### config.mk
export PLATFORM = sky130hd
export DESIGN_NAME = spms_ram
export DESIGN_NICKNAME = d
export VERILOG_FILES = /design/src/rtl/core/spms_ram.sv
export SDC_FILE = /design/constraint.sdc
export NUM_CORES = 1
export LEC_CHECK = 0
export BUFFER_PORTS_ARGS = -buffer_cell sky130_fd_sc_hd__clkbuf_2
export CAP_MARGIN = 20
export CORE_ASPECT_RATIO = 2
export CORE_MARGIN = 2
export CORE_UTILIZATION = 25
export DETAILED_ROUTE_END_ITERATION = 7
export GPL_TIMING_DRIVEN = 0
export SLEW_MARGIN = 20
export SYNTH_ARGS = -nofsm -noshare
export SYNTH_HDL_FRONTEND = slang
export SYNTH_SLANG_ARGS = --single-unit
### constraint.sdc
create_clock -name clk -period 2.6 [get_ports clk]
set_input_delay 0.52 -clock clk [delete_from_list [all_inputs] [get_ports clk]]
set_output_delay 0.52 -clock clk [all_outputs]
set_load 0.02 [all_outputs]
### src/rtl/core/spms_ram.sv
module spms_ram
#(
    parameter int WIDTH = 8,
    parameter int DEPTH = 16
)
(
    input  logic                                  clk,
    input  logic                                  we,
    input  logic [((DEPTH > 1) ? $clog2(DEPTH) : 1)-1:0] waddr,
    input  logic [WIDTH-1:0]                      wdata,
    input  logic [((DEPTH > 1) ? $clog2(DEPTH) : 1)-1:0] raddr,
    output logic [WIDTH-1:0]                      rdata
);

    logic [WIDTH-1:0] mem_reg [DEPTH];
    logic [WIDTH-1:0] rdata_reg;

    always_ff @(posedge clk)
    begin
        if (we)
        begin
            mem_reg[waddr] <= wdata;
        end
        rdata_reg <= mem_reg[raddr];
    end

    assign rdata = rdata_reg;

endmodule

==> Yosys cells after proc, flatten, opt, wreduce, memory -nomap -nowiden <==
Memory sizes are Yosys's and may differ from the RTL's. A register that Yosys moved wholly into a read port is not among the register bits.
Index checks and enable logic that the tools add are counted.
{ "word_totals": {"ramBits": 128, "elab_cells": 3, "ff_bits": 0, "out_inout_bits": 8, "mem_count": 1, "input_bits": 18} }
{ "classes": {"muxes": 2} }
{ "memory_table": {"columns": ["memory", "depth", "width", "rd", "rd_clocked_by_memory_dff", "write_ports", "line", "rtl"], "rows": [
  ["mem_reg", 16, 8, 1, 1, 1, "15", "logic [WIDTH-1:0] mem_reg [DEPTH];"]
]} }
{ "op_table": {"columns": ["op", "count"], "rows": [
  ["1-bit 2-to-1 mux", 2]
]} }

==> Logic depth before layout (Yosys ltp) <==
{ "depth": {"word_depth": 2, "mapped_depth": 5} }

==> Least setup slack after synthesis <==
Ideal clock, no wire load.
{ "synth_path": {"kind": "input -> register", "start": "input port waddr[2] (netlist bit)", "end": "memory mem_reg[0][0], enable pin", "t_required_ns": 2.217, "cell_stages": 2, "setup_time_ns": 0.383, "n_path_buf": 0, "path_slack_ns": 0.587, "arrival_time_ns": 1.630, "cell_sequence": "or3b_2 > nor3_1"} }
{ "synth_rtl": {"columns": ["item", "line", "rtl"], "rows": [
  ["start: declaration", "9", "input logic [((DEPTH > 1) ? $clog2(DEPTH) : 1)-1:0] waddr,"],
  ["end: declaration", "15", null]
]} }
No word-level cell before the write port.

==> Final worst setup path <==
{ "layout_path": {"start": "input port waddr[2] (netlist bit)", "end": "memory mem_reg[3][5], enable pin"} }
No word-level cell before the write port.

==> metrics.md <==
| Metric | Value |
|---|---|
| Reg2reg start | mem_reg[1][1] |
| DRC | 0 |
| Crit-path max FO | 8 |
| Worst-Skew Late Latency | 0.42 ns |
| Setup CP Type | primary input to flop |
| Final setup fails | 0 |
| Max FFs per register | 128 |
| Combinational power share | 5.1% |
| CP max-delay cell | nor2_1 |
| Inst Count DP | 519 |
| WL final | 10,700 um |
| DP HPWL | 7580 um |
| Max Clock Freq | 569 MHz |
| Min-delay src | wdata[4] |
| Static Leakage | 0.00202 uW |
| Bufs and invs on worst path | 1 |
| Clock transition at path regs | 0.05 ns |
| Final Hold Fails | 0 |
| Top delay family on crit path | simple AND/OR/NAND/NOR gates |
| Routability cong. | 0.793 |
| Syn Inst Count | 229 |
| CTS tree | done |
| Cts-stage hold buffer count | 0 |
| Post-CTS Setup Inserts | 0 |
| Cells on worst reg2reg path | 3 |
| Worst path required time | 2.64 ns |
| CTS root buffer | clkbuf_16 |
| First-pass GRT wire length | 15,700 um |
| Minimum clock period | 1.76 ns |
| Worst hold path depth | 1 |
| Unique masters post-synth | 19 |
| PostCTS Resize Cnt | 0 |
| Switch Pwr | 994 uW |
| Synth Cell Area | 0.00515 mm2 |
| Starting Density | 25.4% |
| Total die area | 0.0218 mm2 |
| PD cells | 812 mW/mm2 |
| Std-Cell Rows | 74 |
| R2r setup slk | 1.19 ns |
| Post-synthesis sequential area ratio | 77.8% |
| Seq cells post-synth | 136 |
| Core Util, Final | 30.5% |
| Largest net degree at the start of global routing | 17 |
| Max-slew violation count | 0 |
| Period utilisation layout | 67.6% |
| Routed Antenna Nets | 0 |
| Max VDD drop | 0.458 mV |
| Crit path from | waddr[2] |
| Actual slew at the worst max-slew pin | 0.855 ns |
| Vias in the first global route | 2,485 |
| Pre-antenna DRT Iters | 4 |
| Layout cells sized above 1 | 28.8% |
| Final Non-Filler Cells | 551 |
| First DRT Iteration DRCs | 206 |
| Critical Path Source Type | primary input |
| Clock Sinks | 136 |
| Initial antenna violation count | 0 |
| Die height | 207 um |
| PortBufs | 24 |
| Routed via count | 2,362 |
| Power Internal | 4030 uW |
| Switching power share of the total | 19.8% |
| Unrepaired setup endpoints after global routing | false |
| Worst clock skew | 0.00520 ns |
| Max cap viols | 0 |
| CORE AREA | 0.0203 mm2 |
| Die width | 105 um |
| Hold path endpoint | mem_reg[3][4] |
| Critical path endpoint category | flop |
| Number of H-tree branching levels | 4 |
| TritonCTS Buffers | 17 |
| Setup TNS | 0 ns |
| Synth Net Count | 247 |
| Max clock buf depth | 2 |
| GRT Util Overall | 10.4% |
| Drt wl/cell | 19.5 um |
| Max_slew headroom | 42.8% |
| Crit-path cells | clkbuf_2 > or3b_2 > nor2_1 |
| Nets | 290 |
| Largest stage delay, worst path | 0.64 ns |
| Via/cell ratio | 4.29 |
| Post-Syn Area per Cell | 22.5 um2 |
| # diodes | 0 |
| Flop pwr share | 49.0% |
| Status | finished clean |
| Num ports | 26 |
| Synth warn | 0 |
| Worst hold path type | primary input to flop |
| RR Endpoint | rdata[1] |
| P&R area growth vs syn | 20.2% |
| Clock share of power | 45.9% |
| Total grt overflow | 0 |
| Crit path DAT | 1.80 ns |
[kinds of logic after synthesis]
| kind of cell | after synthesis | synth area share [%] |
|---|---|---|
| AO/OA/AOI/OAI | 16 | 2.33 |
| buffers and inverters | 10 | 1.68 |
| flip-flops | 136 | 77.8 |
| multiplexers | 32 | 15.0 |
| AND/OR/NAND/NOR | 35 | 3.18 |
[cell type report]
type / instances / area, um2
multi-input cells: 83 / 1080
clock buffers: 20 / 437
well taps: 266 / 333
clock inverters: 12 / 133
fillers: 1929 / 14100
flip-flops and latches: 136 / 4000
repair buffers: 24 / 120
plain buffers: 10 / 86.3
[layout by cell type, fill, tap and decap left out]
| cell type | instances |
|---|---|
| a22oi_1 | 16 |
| clkinv_2 | 4 |
| nor3_2 | 4 |
| clkbuf_16 | 17 |
| clkinv_1 | 4 |
| dfxtp_1 | 8 |
| and2_1 | 1 |
| clkbuf_2 | 24 |
| clkbuf_1 | 3 |
| nand2_1 | 9 |
| edfxtp_1 | 128 |
| bufinv_16 | 3 |
| nand3b_1 | 2 |
| buf_4 | 1 |
| buf_2 | 3 |
| nor2_1 | 13 |
| clkdlybuf4s25_2 | 3 |
| nor2b_1 | 1 |
| nand2b_1 | 2 |
| or3b_2 | 1 |
| mux4_2 | 18 |
| mux4_1 | 14 |
| clkinvlp_4 | 1 |
| buf_6 | 3 |
| nand3_1 | 1 |
| and2b_1 | 1 |
[synth_stat cells]
library cell     count  share of area [%]
nand3_1              1              0.097
mux4_1              14                7.1
buf_2                3               0.29
buf_6                3               0.66
nand2_1              9               0.66
mux4_2              18                7.9
nor2b_1              1               0.12
a22oi_1             16                2.3
nand3b_1             2               0.29
or3b_2               1               0.17
and2b_1              1               0.15
nor3_1               4               0.39
clkdlybuf4s25_2      3               0.58
nand2b_1             2               0.24
buf_4                1               0.15
edfxtp_1           128                 75
nor2_1              13               0.95
dfxtp_1              8                3.1
and2_1               1               0.12
[power by group through the flow]
stage          Sequential [uW]  Combinational, uW  Clock, uW
2_1_floorplan             2530                124          0
3_3_place_gp              2510                252          0
3_5_place_dp              2510                261          0
4_1_cts                   2470                261       2350
5_1_grt                   2470                274       2420
6_report                  2470                255       2310
[worst max path at each step]
stage                               end  cells past startpoint
after floorplan           mem_reg[0][0]                      2
final                     mem_reg[3][5]                      3
after global routing      mem_reg[2][5]                      3
after global placement    mem_reg[0][1]                      3
after CTS                 mem_reg[2][5]                      3
after detailed placement  mem_reg[3][3]                      3
[worst reg2reg max path: cells and delay by family, from the launching register on]
family,cells,cell delay [ns]
simple gates,1,0.09
compound gates,1,0.26
mux,1,0.59
flops,1,0.36
[routing by layer]
layer	global-route usage, %	routed length, um
met1	9.62	3580
met5	0	0
met2	19.5	6240
met4	7.14	449
met3	2.89	452
[through the flow]
stage               total power, uW  cell area (um2)  hold slack (ns)  worst slack [ns]
CTS                            5070             6190            0.550             0.835
finish                         5030             6190            0.561             0.842
global route                   5170             6190            0.580             0.762
global placement               2760             5600            0.677            0.0391
detailed placement             2770             5620            0.681             0.401
floorplan                      2650             5150            0.619             0.587
No activity file was read; power rests on OpenSTA's default activity.
